## src/hw/rtl/gtk_pkg.sv

```systemverilog
package gtk_pkg;

    // Default depth of the top list
    localparam int MAX_TOP_DEF = 8;

    // Field widths
    localparam int VALUE_W = 32;
    localparam int COUNT_W = 16;
    localparam int CFG_W   = 4;
    localparam int OUT_W   = VALUE_W + COUNT_W;

    // top_count after reset
    localparam logic [CFG_W-1:0] TOP_COUNT_RST = 4'd3;

    // Group counter saturates here
    localparam logic [COUNT_W-1:0] COUNT_MAX = 16'hFFFF;

    // Controller states
    typedef enum logic [2:0] {
        ST_RUN   = 3'b001,
        ST_DRAIN = 3'b010,
        ST_DONE  = 3'b100
    } state_t;

    // Commands broadcast to every cell of the chain
    typedef struct packed {
        logic insert;   // place sum into the list, lower entries move down
        logic drain;    // every cell takes its right neighbor's entry
        logic clear;    // every cell goes to zero
    } cell_ctl_t;

endpackage

```

## src/hw/rtl/gtk_cell.sv

```systemverilog
module gtk_cell (
    input  logic                        clk,
    input  logic                        rst_n,
    input  gtk_pkg::cell_ctl_t          ctl,
    input  logic                        active,
    input  logic [gtk_pkg::VALUE_W-1:0] sum,
    input  logic [gtk_pkg::VALUE_W-1:0] left_entry,
    input  logic                        left_greater,
    input  logic [gtk_pkg::VALUE_W-1:0] right_entry,
    output logic [gtk_pkg::VALUE_W-1:0] entry,
    output logic                        greater
);
    import gtk_pkg::*;

    logic [VALUE_W-1:0] entry_reg;
    logic [VALUE_W-1:0] entry_next;

    // The list is kept descending, so greater rises once along the chain:
    // the first cell with greater set takes the sum, the ones after it
    // take their left neighbor.
    assign greater = active & (sum > entry_reg);
    assign entry   = entry_reg;

    always_comb
    begin
        entry_next = entry_reg;
        if (ctl.clear)
        begin
            entry_next = '0;
        end
        else if (ctl.drain)
        begin
            entry_next = right_entry;
        end
        else if (ctl.insert && active)
        begin
            if (left_greater)
            begin
                entry_next = left_entry;
            end
            else if (greater)
            begin
                entry_next = sum;
            end
        end
    end

    always_ff @(posedge clk or negedge rst_n)
    begin
        if (!rst_n)
        begin
            entry_reg <= '0;
        end
        else
        begin
            entry_reg <= entry_next;
        end
    end

endmodule

```

## src/hw/rtl/group_sum_top_k_tracker.sv

```systemverilog
// Channel   Dir  Word
// s_axis    in   tdata = value[31:0], tuser = group_end, tlast = stream_end
// m_axis    out  tdata = top_sum[31:0], group_count[47:32]
// cfg       in   cfg_we / cfg_data = top_count[3:0]
//
// A new word is taken every cycle while the block is in ST_RUN.
// A word with tlast (k = active list length) is accepted, then the chain of
// cells shifts its k entries toward cell 0 one per cycle into one adder, then
// the total moves to the output register and the chain is cleared.
// Reset clears the list, sums and count; top_count returns to 3.
// A stalled m_axis holds the block in its final state until the word is taken.
module group_sum_top_k_tracker #(
    parameter int MAX_TOP = gtk_pkg::MAX_TOP_DEF
) (
    input  logic                        clk,
    input  logic                        rst_n,
    input  logic                        s_axis_tvalid,
    output logic                        s_axis_tready,
    input  logic [gtk_pkg::VALUE_W-1:0] s_axis_tdata,   // value
    input  logic                        s_axis_tuser,   // group_end
    input  logic                        s_axis_tlast,   // stream_end
    output logic                        m_axis_tvalid,
    input  logic                        m_axis_tready,
    output logic [gtk_pkg::OUT_W-1:0]   m_axis_tdata,   // top_sum, group_count
    input  logic                        cfg_we,
    input  logic [gtk_pkg::CFG_W-1:0]   cfg_data        // top_count
);
    import gtk_pkg::*;

    localparam int KW = $clog2(MAX_TOP + 1);
    localparam int CW = (KW > CFG_W) ? KW : CFG_W;

    logic [CFG_W-1:0]   top_count_reg;
    logic [VALUE_W-1:0] run_sum_reg,   run_sum_next;
    logic [COUNT_W-1:0] count_reg,     count_next;
    logic [VALUE_W-1:0] acc_reg,       acc_next;
    logic [KW-1:0]      drain_cnt_reg, drain_cnt_next;
    state_t             state_reg,     state_next;
    logic               out_valid_reg, out_valid_next;
    logic [OUT_W-1:0]   out_data_reg,  out_data_next;

    logic [KW-1:0]      k_len;
    logic [CW-1:0]      tc_ext;
    logic [VALUE_W-1:0] group_sum;
    logic               accept;
    logic               closes;
    logic               out_free;
    cell_ctl_t          ctl;
    logic [VALUE_W-1:0] entry_w   [MAX_TOP];
    logic               greater_w [MAX_TOP];
    logic [MAX_TOP-1:0] active_w;

    // Active list length: top_count clamped to 1..MAX_TOP
    always_comb
    begin
        tc_ext = CW'(top_count_reg);
        if (tc_ext == '0)
        begin
            k_len = KW'(1);
        end
        else if (tc_ext > CW'(MAX_TOP))
        begin
            k_len = KW'(MAX_TOP);
        end
        else
        begin
            k_len = KW'(tc_ext);
        end
    end

    assign accept    = s_axis_tvalid & s_axis_tready;
    assign closes    = s_axis_tuser | s_axis_tlast;
    assign group_sum = run_sum_reg + s_axis_tdata;
    assign out_free  = !out_valid_reg || m_axis_tready;

    assign s_axis_tready = (state_reg == ST_RUN);
    assign m_axis_tvalid = out_valid_reg;
    assign m_axis_tdata  = out_data_reg;

    // Chain commands
    always_comb
    begin
        ctl.insert = accept && closes;
        ctl.drain  = (state_reg == ST_DRAIN);
        ctl.clear  = (state_reg == ST_DONE) && out_free;
    end

    // Row of cells, one list entry each
    for (genvar j = 0; j < MAX_TOP; j++)
    begin : g_cell
        logic [VALUE_W-1:0] left_e;
        logic               left_g;
        logic [VALUE_W-1:0] right_e;

        assign active_w[j] = (KW'(j) < k_len);

        if (j == 0)
        begin : g_first
            assign left_e = '0;
            assign left_g = 1'b0;
        end
        else
        begin : g_mid
            assign left_e = entry_w[j-1];
            assign left_g = greater_w[j-1];
        end

        if (j == MAX_TOP - 1)
        begin : g_last
            assign right_e = '0;
        end
        else
        begin : g_inner
            assign right_e = entry_w[j+1];
        end

        gtk_cell u_cell (
            .clk          (clk),
            .rst_n        (rst_n),
            .ctl          (ctl),
            .active       (active_w[j]),
            .sum          (group_sum),
            .left_entry   (left_e),
            .left_greater (left_g),
            .right_entry  (right_e),
            .entry        (entry_w[j]),
            .greater      (greater_w[j])
        );
    end

    // Sequencer: run, drain into the adder, hand off result
    always_comb
    begin
        run_sum_next   = run_sum_reg;
        count_next     = count_reg;
        acc_next       = acc_reg;
        drain_cnt_next = drain_cnt_reg;
        state_next     = state_reg;
        out_valid_next = out_valid_reg;
        out_data_next  = out_data_reg;

        if (out_valid_reg && m_axis_tready)
        begin
            out_valid_next = 1'b0;
        end

        case (state_reg)
            ST_RUN:
            begin
                if (accept)
                begin
                    run_sum_next = group_sum;
                    if (closes)
                    begin
                        run_sum_next = '0;
                        if (count_reg != COUNT_MAX)
                        begin
                            count_next = count_reg + 1'b1;
                        end
                    end
                    if (s_axis_tlast)
                    begin
                        acc_next       = '0;
                        drain_cnt_next = k_len - 1'b1;
                        state_next     = ST_DRAIN;
                    end
                end
            end
            ST_DRAIN:
            begin
                acc_next       = acc_reg + entry_w[0];
                drain_cnt_next = drain_cnt_reg - 1'b1;
                if (drain_cnt_reg == '0)
                begin
                    state_next = ST_DONE;
                end
            end
            ST_DONE:
            begin
                if (out_free)
                begin
                    out_valid_next = 1'b1;
                    out_data_next  = {count_reg, acc_reg};
                    count_next     = '0;
                    state_next     = ST_RUN;
                end
            end
            default:
            begin
                state_next = ST_RUN;
            end
        endcase
    end

    always_ff @(posedge clk or negedge rst_n)
    begin
        if (!rst_n)
        begin
            top_count_reg <= TOP_COUNT_RST;
            run_sum_reg   <= '0;
            count_reg     <= '0;
            acc_reg       <= '0;
            drain_cnt_reg <= '0;
            state_reg     <= ST_RUN;
            out_valid_reg <= 1'b0;
        end
        else
        begin
            if (cfg_we)
            begin
                top_count_reg <= cfg_data;
            end
            run_sum_reg   <= run_sum_next;
            count_reg     <= count_next;
            acc_reg       <= acc_next;
            drain_cnt_reg <= drain_cnt_next;
            state_reg     <= state_next;
            out_valid_reg <= out_valid_next;
        end
    end

    // Output word, no reset needed
    always_ff @(posedge clk)
    begin
        out_data_reg <= out_data_next;
    end

endmodule
```

## config.mk

```make
export PLATFORM = sky130hd
export DESIGN_NAME = group_sum_top_k_tracker
export DESIGN_NICKNAME = d
export VERILOG_FILES = /design/src/hw/rtl/gtk_pkg.sv /design/src/hw/rtl/gtk_cell.sv /design/src/hw/rtl/group_sum_top_k_tracker.sv
export SDC_FILE = /design/constraint.sdc
export NUM_CORES = 1
export LEC_CHECK = 0
export ABC_AREA = 1
export BUFFER_PORTS_ARGS = -buffer_cell sky130_fd_sc_hd__buf_2
export CAP_MARGIN = 20
export CORE_MARGIN = 4
export CORE_UTILIZATION = 30
export DETAILED_ROUTE_END_ITERATION = 6
export SETUP_SLACK_MARGIN = 0.1
export SLEW_MARGIN = 30
export SYNTH_ARGS = -nofsm -noshare
export SYNTH_HDL_FRONTEND = slang
export SYNTH_SLANG_ARGS = --single-unit
export TNS_END_PERCENT = 100
```

## constraint.sdc

```tcl
create_clock -name clk -period 4.7 [get_ports clk]
set_clock_uncertainty 0.1 [all_clocks]
set_input_delay 0.705 -clock clk [delete_from_list [all_inputs] [get_ports clk]]
set_output_delay 0.705 -clock clk [all_outputs]
set_load 0.01 [all_outputs]
```

# After elaboration in Yosys (flattened, before gate mapping)
# Cells that the tools add are included.
[word_totals]
register_bits = 396
in_bits = 43
out_inout_bits = 50
elab_cells = 165
[op_classes]
n_addsub = 5
order_cmp = 17
eq_ne = 10
mux = 61
bitwise_logic = 10
reduce_logical = 46
[ops]
columns = ["op", "n"]
rows = [
  ["32-bit two-way mux", 42],
  ["32-bit greater-than comparator", 8],
  ["32-bit adder", 2],
  ["16-bit two-way mux", 4],
  ["32-bit case mux with 2 select lines", 1],
  ["16-bit case mux with 2 select lines", 1],
  ["4-bit nonzero test", 7],
  ["3-bit nonzero test", 9],
  ["2-bit AND reduction", 10],
  ["16-bit by 1-bit adder with 16-bit output, second input constant", 1],
  ["3-bit by 4-bit < comparator with 1-bit output, first input constant", 4],
  ["4-bit two-way mux", 4],
  ["16-bit != test, second input constant", 1],
  ["3-bit two-way mux", 4],
  ["1-bit logical AND", 11],
  ["2-bit by 1-bit != test with 1-bit output, second input constant", 5],
  ["1-bit AND", 9],
  ["3-bit case mux with 3 select lines", 1],
  ["4-bit logical NOT", 2],
  ["1-bit by 4-bit < comparator with 1-bit output, first input constant", 2],
  ["2-bit by 4-bit < comparator with 1-bit output, first input constant", 2],
  ["4-bit case mux with 2 select lines", 1],
  ["4-bit by 1-bit subtractor with 4-bit output, second input constant", 2],
  ["5-bit AND reduction", 1],
  ["12 further kinds", 15],
]

# Logic depth before layout (Yosys ltp)
# Gate-level depths: netlist of run 1.
[logic_depth]
depth_word = 10
ltp_mapped = 30
ltp_nobuf = 27

# Cells and area by module
# A second synthesis of run 1 with hierarchy kept.
[hier_totals]
cells_unflattened = 5005
hier_area_um2 = 33170.6
[modules_own_cells]
columns = ["module", "instances", "cells_per_inst", "area_per_inst_um2", "seq_area_each_um2"]
rows = [
  ["gtk_cell at g_cell[0].u_cell ...", 7, 433, 2846.5, 800.8],
  ["group_sum_top_k_tracker", 1, 1539, 10321.1, 3747.3],
  ["gtk_cell at g_cell[7].u_cell", 1, 435, 2924.1, 800.8],
]

# Worst setup path after synthesis of run 1
# No wires, ideal clock.
[synth_path]
kind = "input port to flip-flop"
startpoint = "in s_axis_tdata[0] (netlist bit)"
endpoint = "reg g_cell[5].u_cell.entry_reg[21]"
arrival_time_ns = 4.409
required_ns = 4.535
setup_slack_ns = 0.126
path_stages = 21
cell_sequence = "ha_1 -> fa_1 -> nand3_1 -> nand3_1 -> nand2_1 -> nand2_1 -> nand2_1 -> nand3_1 -> xor2_1 -> ha_1 -> nand3_1 -> nand3b_1 -> nor3b_1 -> a21oi_1 -> nand2_1 -> nand3_1 -> nand2_2 -> nor2_4 -> buf_4 -> nand2_1 -> nand2_1"
[synth_between]
elab_chain_cells = 7
word_cells_on_any_way = 12
[synth_rtl]
columns = ["item", "line_no", "text"]
rows = [
  ["from (decl)", "group_sum_top_k_tracker.sv:19", "input logic [gtk_pkg::VALUE_W-1:0] s_axis_tdata,"],
  ["32-bit adder (*)", "group_sum_top_k_tracker.sv:73", "assign group_sum = run_sum_reg + s_axis_tdata;"],
  ["32-bit greater-than comparator", "gtk_cell.sv:21", "assign greater = active & (sum > entry_reg);"],
  ["1-bit AND", "gtk_cell.sv:21", ""],
  ["32-bit two-way mux", "gtk_cell.sv:37", "if (left_greater)"],
  ["32-bit two-way mux", "gtk_cell.sv:35", "else if (ctl.insert && active)"],
  ["32-bit two-way mux", "gtk_cell.sv:31", "else if (ctl.drain)"],
  ["32-bit two-way mux", "gtk_cell.sv:27", "if (ctl.clear)"],
  ["to (signal assigned)", "gtk_cell.sv:56", "entry_reg <= entry_next;"],
  ["to (decl)", "gtk_cell.sv:15", "logic [VALUE_W-1:0] entry_reg;"],
]
# Every way passes the cells marked *; elsewhere a longest branch is shown, timed or not. The select of a mux whose other input is x is not followed.
# A chain may end at the register's enable or synchronous reset.

# Final worst setup path of run 1
[layout_path]
startpoint = "reg run_sum_reg[9]"
endpoint = "reg g_cell[2].u_cell.entry_reg[17]"
[layout_between]
elab_chain_cells = 7
word_cells_on_any_way = 12
[layout_rtl]
columns = ["item", "line_no", "text"]
rows = [
  ["from (decl)", "group_sum_top_k_tracker.sv:34", "logic [VALUE_W-1:0] run_sum_reg, run_sum_next;"],
  ["from (signal assigned)", "group_sum_top_k_tracker.sv:213", "run_sum_reg <= run_sum_next;"],
  ["32-bit adder (*)", "group_sum_top_k_tracker.sv:73", ""],
  ["32-bit greater-than comparator", "gtk_cell.sv:21", ""],
  ["1-bit AND", "gtk_cell.sv:21", ""],
  ["32-bit two-way mux", "gtk_cell.sv:37", ""],
  ["32-bit two-way mux", "gtk_cell.sv:35", ""],
  ["32-bit two-way mux", "gtk_cell.sv:31", ""],
  ["32-bit two-way mux", "gtk_cell.sv:27", ""],
  ["to (signal assigned)", "gtk_cell.sv:56", ""],
  ["to (decl)", "gtk_cell.sv:15", ""],
]
# Marks and branches as above.

==> results, run 1 <==
- The placed cell area is 35300 sq um.
- The class of the most critical setup path is reg -> reg.
- During synthesis, Yosys emitted a total of 0 warnings.
- Max-cap violations in this run came to 0.
- The floorplan step set the die height to 333 microns.
- The number of nets handed over by synthesis was 5153.
- The internal reg-to-reg setup slack is 0.38 ns.
- The worst hold path was traced through 3 stages.
- The top cell types in the final layout, fill and taps aside, are 1745 x sky130_fd_sc_hd__nand2_1, 529 x sky130_fd_sc_hd__inv_1, 465 x sky130_fd_sc_hd__nand3_1.
- Port buffering added 92 buffers.
- The synthesized area is 31700 sq um.
- The count of different cell masters after synthesis is 49.
- Clock-pin slew was measured on the worst setup and hold paths at 0.06 ns.
- Setup repair after global routing left no endpoint under its margin.
- The worst setup path is launched from a register.
- The initialized floorplan defines 118 standard-cell rows.
- The classification of the worst-slack hold path is in -> reg.
- Among the stages of the critical path, the cell type that occurs most often is sky130_fd_sc_hd__nand2_1.
- Setup violations remaining at the end of the flow were counted as 0.
- The placed wire-length estimate after detailed placement is 81800 microns.
- The endpoint of the lowest-slack register-to-register path is g_cell[2].u_cell.entry[17]$_DFFE_PN0P_.
- The total of flip-flops plus latches after synthesis is 396.
- The normalized max-slew margin is 0.383.
- For this run, the number of standard cells in the final layout without fillers is 6376.
- The share of the Yosys chip area taken by registers is 0.321.
- At the pin with the least slew margin, the transition time is 0.925 ns.
- At the worst endpoint, the required time is 5.12 ns.
- The design area is 37200 sq um.
- The most common library cell in the layout ignoring fill and taps is sky130_fd_sc_hd__nand2_1.
- The post-route worst hold slack is 0.196 ns.
- The post-detailed-route count of antenna-violating nets is 0.
- The floorplan step defined a die boundary enclosing 111000 sq um.
- The capturing element type of the critical path is a register.
- After detailed routing, the number of remaining DRC violations is 0.
- The startpoint of the worst register-to-register path is run_sum_reg[9]$_DFFE_PN0P_.
- The final count of pins violating max slew is 0.
- The overflow left after global routing is 0.
- The final layout contains routed wiring with a total length of 107000 microns.
- Adding up every negative setup slack in the final design gives 0 ns.
- The register with the most flip-flops in the layout has 256 of them.
- Dividing the final minimum period by the clock period gives 0.919.
- The largest fanout on the critical path is 15.
- The CTS H-tree depth is 2.
- The number of placed cells counting well taps is 6273.
- The prevailing post-synth register cell is sky130_fd_sc_hd__dfrtp_1.
- The run finished with clean final reports.
- The combined global-route utilization of all metal layers is 0.187.
- The initial antenna violation count is 0.
- The slowest stage of the critical path is the sky130_fd_sc_hd__dfrtp_1 cell.
- The initial core utilization is 0.304.
- Buffers inserted during clock tree synthesis total 50.
- The detailed router finished its first iteration with 2260 violations.
- The final hold violation count is 0.
- After detailed routing, the average wire length per cell comes to 16.8 microns.
- Dividing the synthesized area by the synthesized cell count gives 6.62 sq um.
- Pin placement for this block handled 93 I/O pins.
- The first detailed-routing pass took 5 iterations.
- Compared with the post-synthesis result, the final layout area differs by 17.5%.
- The start point of the critical path is run_sum_reg[9]$_DFFE_PN0P_.
- The antenna diode instance count is 0.
- The largest net degree at the start of global routing is 157.
- The share of cells above drive strength 1 is 0.0903.
- The end point of the most critical hold path is tc_ext[3]$_DFFE_PN0P_.
- The number of synthesized flops with an enable pin is 48.
- The total of fill cells in the finished design is 11100.
- The logic depth of the worst register-to-register path is 26.
- The core footprint is 104000 sq um.
- The proportion of register bits with asynchronous set or reset after synthesis is 0.879.
- The maximum count of clock buffers along a single path is 3.
- At the later pin of the worst-skew pair, clock insertion delay measures 0.63 ns.
- In this run the clock root is driven by a sky130_fd_sc_hd__clkbuf_16.
- The number of nets in the layout is 5323.
- The congestion estimate from routability-driven global placement came to 0.928.
- The total number of clock tree sinks is 396.
- The worst path needs 4.32 ns of the cycle, external delays included.
- Static timing analysis puts the maximum clock frequency at 231 MHz.
- Dividing the detail-routed via count by the number of cells gives 4.90.
- The via count of the first global-routing pass is 29600.
- The width of the die is 333 microns.
- The first-pass GRT wire length is 169000 microns.
- The routed layout has 31300 vias.
- The launch point of the worst hold path is cfg_data[3].
- TritonCTS built the clock tree.
- Synthesis handed over a netlist of 4784 instances.
- The worst stage delay on the critical path is 0.42 ns.
- The arrival time at the worst endpoint is 4.74 ns.
-- cell families (layout without fill, tap and decap cells) --
group,count (synthesis),after routing,synth area share
buf+inv,722,934,0.0882
compound gates,597,597,0.0988
fa+ha+maj,326,326,0.129
flops,396,396,0.321
xor+xnor,31,31,0.00857
simple gates,2712,2712,0.355
-- cell type report --
cell class / instances / area, sq um / area share
multi-input cells: 3666 / 18900 / 0.507
flip-flops and latches: 396 / 10200 / 0.273
repair buffers: 301 / 2730 / 0.0735
inverters: 539 / 2040 / 0.0547
well taps: 1380 / 1730 / 0.0464
clock buffers: 69 / 1400 / 0.0377
clock inverters: 25 / 304 / 0.00817
-- how the worst max path moves through the flow --
stage | end | cells past startpoint
finish | g_cell[2].u_cell.entry[17]$_DFFE_PN0P_ | 26
global route | g_cell[4].u_cell.entry[16]$_DFFE_PN0P_ | 25
CTS | g_cell[6].u_cell.entry[1]$_DFFE_PN0P_ | 21
detailed placement | g_cell[6].u_cell.entry[1]$_DFFE_PN0P_ | 22
global placement | g_cell[5].u_cell.entry[2]$_DFFE_PN0P_ | 22
floorplan | g_cell[5].u_cell.entry[21]$_DFFE_PN0P_ | 21
-- worst max-delay path: cells and delay by family (launching register included) --
family / cells / cell delay, ns
adders and majority gates: 2 / 0.64
and+or+nand+nor: 18 / 2.10
DFF: 1 / 0.42
buffers and inverters: 4 / 0.65
AOI/OAI and AO/OA: 2 / 0.32
-- cells in the mapped netlist, types with 6 or more instances --
library cell	n	area, sq um
sky130_fd_sc_hd__clkbuf_1	144	541
sky130_fd_sc_hd__o21ai_0	307	1540
sky130_fd_sc_hd__nor2_1	363	1360
sky130_fd_sc_hd__or2_2	6	37.5
sky130_fd_sc_hd__nand2_1	1748	6560
sky130_fd_sc_hd__o21a_1	15	113
sky130_fd_sc_hd__edfxtp_1	48	1440
sky130_fd_sc_hd__dfrtp_1	345	8630
sky130_fd_sc_hd__buf_2	22	110
sky130_fd_sc_hd__buf_1	8	30.0
sky130_fd_sc_hd__a21oi_1	234	1170
sky130_fd_sc_hd__nand3b_1	32	240
sky130_fd_sc_hd__a21o_1	10	75.1
sky130_fd_sc_hd__nand3_1	468	2340
sky130_fd_sc_hd__nand4_1	38	238
sky130_fd_sc_hd__ha_1	324	4050
sky130_fd_sc_hd__inv_1	533	2000
sky130_fd_sc_hd__o211ai_1	6	45.0
sky130_fd_sc_hd__nor3_1	20	100
sky130_fd_sc_hd__buf_6	6	67.6
sky130_fd_sc_hd__xor2_1	26	228
sky130_fd_sc_hd__and3_1	6	37.5
-- layer usage --
layer / up-vias / global-route usage / wire length (microns)
met2: 872 / 0.316 / 50200
met5: - / 0 / 0
li1: 15800 / - / -
met3: 154 / 0.0182 / 5610
met4: 0 / 0.0498 / 2800
met1: 14500 / 0.254 / 48500
-- per-stage QoR --
stage	worst slack [ns]	utilization
global placement	-0.216	0.339
global route	0.0795	0.357
floorplan	0.126	-
detailed placement	-0.280	0.339
CTS	0.151	0.355
finish	0.378	0.357
-- what timing repair did --
action,4_1_cts,5_1_grt
setup endpoints to repair,0,221
gates resized for setup,0,16
hold buffers,1,0
hold endpoints to repair,8,0
setup buffers,0,7
Power of run 1 is not shown: default switching activity piles up to over one toggle a cycle in this logic, so the estimate is an artifact.
==> run 2, diff against run 1 <==
--- a/config.mk
+++ b/config.mk
@@ -8,7 +8,7 @@
 export ABC_AREA = 1
 export BUFFER_PORTS_ARGS = -buffer_cell sky130_fd_sc_hd__buf_2
 export CAP_MARGIN = 20
-export CORE_MARGIN = 4
+export CORE_MARGIN = 3
 export CORE_UTILIZATION = 30
 export DETAILED_ROUTE_END_ITERATION = 6
 export SETUP_SLACK_MARGIN = 0.1
==> results, run 2 (synthesis results as in run 1) <==
- The clock transition at the registers of the reported paths was 0.06 ns (about the same).
- The slowest stage cell on the critical path is sky130_fd_sc_hd__dfrtp_1 (unchanged).
- The average wire per standard cell is 16.7 microns (was 16.8 microns).
- The initial antenna violation count is 0 (unchanged).
- The placement row count was 118 (unchanged).
- The share of cells above drive strength 1 is 0.102 (was 0.0903).
- The maximum count of clock buffers along a single path came to 3 (unchanged).
- The highest clock rate is 227 MHz (was 231 MHz).
- The normalized max-slew margin is 0.342 (was 0.383).
- The arrival time at the worst endpoint is 4.80 ns (was 4.74 ns).
- The core footprint came to 104000 sq um (about the same).
- Most used cells in the layout excluding fill and tap cells: 1735 x sky130_fd_sc_hd__nand2_1, 525 x sky130_fd_sc_hd__inv_1, 462 x sky130_fd_sc_hd__nand3_1 (was 1745 x sky130_fd_sc_hd__nand2_1, 529 x sky130_fd_sc_hd__inv_1, 465 x sky130_fd_sc_hd__nand3_1).
- The dominant delay contributor by cell family on the critical path is simple AND/OR/NAND/NOR gates (unchanged).
- The number of iterations in the first detailed-routing pass is 6 (was 5).
- The vias after detailed routing is 31300 (about the same).
- The internal reg-to-reg setup slack is 0.30 ns (was 0.38 ns).
- The number of ports placed on the die boundary was 93 (unchanged).
- The number of buffer and inverter stages on the critical path is 6 (was 4).
- The placed wire-length estimate after detailed placement is 81200 microns (was 81800 microns).
- The final count of pins violating max slew is 0 (unchanged).
- The initial core utilization is 0.304 (about the same).
- The vertical die dimension was 331 microns (was 333 microns).
- The type of origin of the critical path is a register (unchanged).
- The count of placed standard cells in the final layout, fillers left out is 6395 (was 6376).
- The root buffer cell is sky130_fd_sc_hd__clkbuf_16 (unchanged).
- Result of the run: completed (unchanged).
- The final hold violation count is 0 (unchanged).
- The antenna diode instance count was 0 (unchanged).
- The class of the most critical setup path is reg -> reg (unchanged).
- The worst stage delay on the critical path is 0.39 ns (was 0.42 ns).
- The capturing element type of the critical path is a register (unchanged).
- The clock insertion delay at the later pin of the skew report was 0.62 ns (was 0.63 ns).
- The total clock buffers created by CTS was 51 (was 50).
- The post-detailed-route count of antenna-violating nets came to 0 (unchanged).
- Unrepaired setup endpoints after global routing: true (was false).
- The data required time of the critical path is 5.10 ns (was 5.12 ns).
- The post-route clock period utilization is 0.936 (was 0.919).
- The number of DRC markers in iteration 0 is 2284 (was 2260).
- The full die area came to 110000 sq um (was 111000 sq um).
- The post-layout minimum cycle time is 4.40 ns (was 4.32 ns).
- The width of the die was 331 microns (was 333 microns).
- The relative area change from synthesis to final layout came to 18.6% (was 17.5%).
- The flip-flop count of the largest register after layout is 256 (unchanged).
- The combined global-route utilization of all metal layers is 0.191 (was 0.187).
- The total number of clock tree sinks was 396 (unchanged).
- The number of maximum-capacitance violations is 0 (unchanged).
- The classification of the worst-slack hold path is in -> reg (unchanged).
- The number of nets in the layout is 5344 (was 5323).
- The global placer's final weighted congestion is 0.925 (was 0.928).
- The overflow left after global routing is 0 (unchanged).
- The total wirelength of the detailed-routed design is 107000 microns (about the same).
- The via count of the first global-routing pass came to 29900 (was 29600).
- The average via count per standard cell is 4.89 (was 4.90).
- The CTS tree is built (unchanged).
- The setup-violating endpoint count in the final report is 0 (unchanged).
- The total of buffers placed on input and output ports is 92 (unchanged).
- The slew of the pin with the lowest slew margin is 0.987 ns (was 0.925 ns).
- The post-route DRC violation count is 0 (unchanged).
- The largest net degree at the start of global routing came to 114 (was 157).
- The number of placed cells counting well taps is 6290 (was 6273).
- The first-pass GRT wire length came to 168000 microns (was 169000 microns).
- The largest fanout on the critical path is 10 (was 15).
- The most common library cell in the layout ignoring fill and taps is sky130_fd_sc_hd__nand2_1 (unchanged).
- The CTS H-tree depth is 2 (unchanged).
run 2: changes by cell type in the layout (fill, tap and decap cells not counted), sizes merged:
cell,delta
buf,+19
inv,-5
clkinvlp,+3
bufinv,+1
nor2,+1
run 2: what timing repair did:
action                                  4_1_cts  5_1_grt
gates cloned                                  0        1
buffers inserted                              3        7
gates resized for setup                       0       62
pin swaps                                     2        6
hold buffers                                  1        0
endpoints found under the setup margin       24      256
hold endpoints to repair                     33        0
run 2: worst reg2reg max path: stages (launching register included):
cell and delay, ns:
sky130_fd_sc_hd__dfrtp_1 0.39, sky130_fd_sc_hd__ha_1 0.21, sky130_fd_sc_hd__fa_1 0.39, sky130_fd_sc_hd__nand3_1 0.10, sky130_fd_sc_hd__nand3_1 0.14, sky130_fd_sc_hd__buf_4 0.19
sky130_fd_sc_hd__nand4_1 0.13, sky130_fd_sc_hd__nand4_1 0.13, sky130_fd_sc_hd__nand2_2 0.16, sky130_fd_sc_hd__clkinvlp_4 0.26, sky130_fd_sc_hd__ha_1 0.36, sky130_fd_sc_hd__nand2_1 0.05
sky130_fd_sc_hd__nor2_1 0.15, sky130_fd_sc_hd__nand3b_1 0.16, sky130_fd_sc_hd__nor3b_2 0.22, sky130_fd_sc_hd__buf_4 0.14, sky130_fd_sc_hd__buf_4 0.10, sky130_fd_sc_hd__a21oi_2 0.06
sky130_fd_sc_hd__nand2_1 0.13, sky130_fd_sc_hd__buf_4 0.14, sky130_fd_sc_hd__nand3_2 0.10, sky130_fd_sc_hd__nand2_4 0.16, sky130_fd_sc_hd__nor2_8 0.07, sky130_fd_sc_hd__buf_12 0.17
sky130_fd_sc_hd__nand2_1 0.07, sky130_fd_sc_hd__nand2_1 0.04
run 2: layout make-up:
type / instances / area (sq um)
clock buffer: 69 / 1470
clock inverter: 24 / 304
fill: 11000 / 66500
inverter: 539 / 2050
multi-input combinational: 3667 / 19100
sequential: 396 / 10200
tap: 1380 / 1730
timing repair buffer: 320 / 2800
run 2: routing by layer:
layer | part of all wire | GRT usage | up-vias
li1 | - | - | 15800
met1 | 0.45 | 0.254 | 14600
met2 | 0.48 | 0.333 | 691
met3 | 0.045 | 0.0212 | 134
met4 | 0.024 | 0.0441 | 0
met5 | 0 | 0 | -
run 2: stage by stage:
| stage | cell area (sq um) | utilization | setup WS [ns] | hold slack, ns | TNS (ns) |
|---|---|---|---|---|---|
| after CTS | 37100 | 0.356 | 0.105 | 0.195 | 0 |
| final | 37500 | 0.361 | 0.301 | 0.209 | 0 |
| after floorplan | 31700 | - | 0.126 | 0.309 | 0 |
| after detailed placement | 35300 | 0.339 | -0.380 | 0.366 | -63.08 |
| after global routing | 37500 | 0.361 | 0.0670 | 0.209 | 0 |
| after global placement | 35300 | 0.339 | -0.342 | 0.363 | -59.55 |
run 2: path summary, 6_finish.rpt:
kind / startpoint / to / depth (start not counted)
setup / recovery: run_sum_reg[0]$_DFFE_PN0P_ / g_cell[3].u_cell.entry[18]$_DFFE_PN0P_ / 25
hold / removal: cfg_data[2] / tc_ext[2]$_DFFE_PN0P_ / 3
setup reg to reg: run_sum_reg[0]$_DFFE_PN0P_ / g_cell[3].u_cell.entry[18]$_DFFE_PN0P_ / 25
hold reg to reg: g_cell[1].u_cell.entry[12]$_DFFE_PN0P_ / g_cell[1].u_cell.entry[12]$_DFFE_PN0P_ / 2
max in group asynchronous: rst_n / run_sum_reg[31]$_DFFE_PN0P_ / 3
min in group asynchronous: rst_n / acc_reg[13]$_DFFE_PN0P_ / 2
Power of run 2 is left out for the same reason.
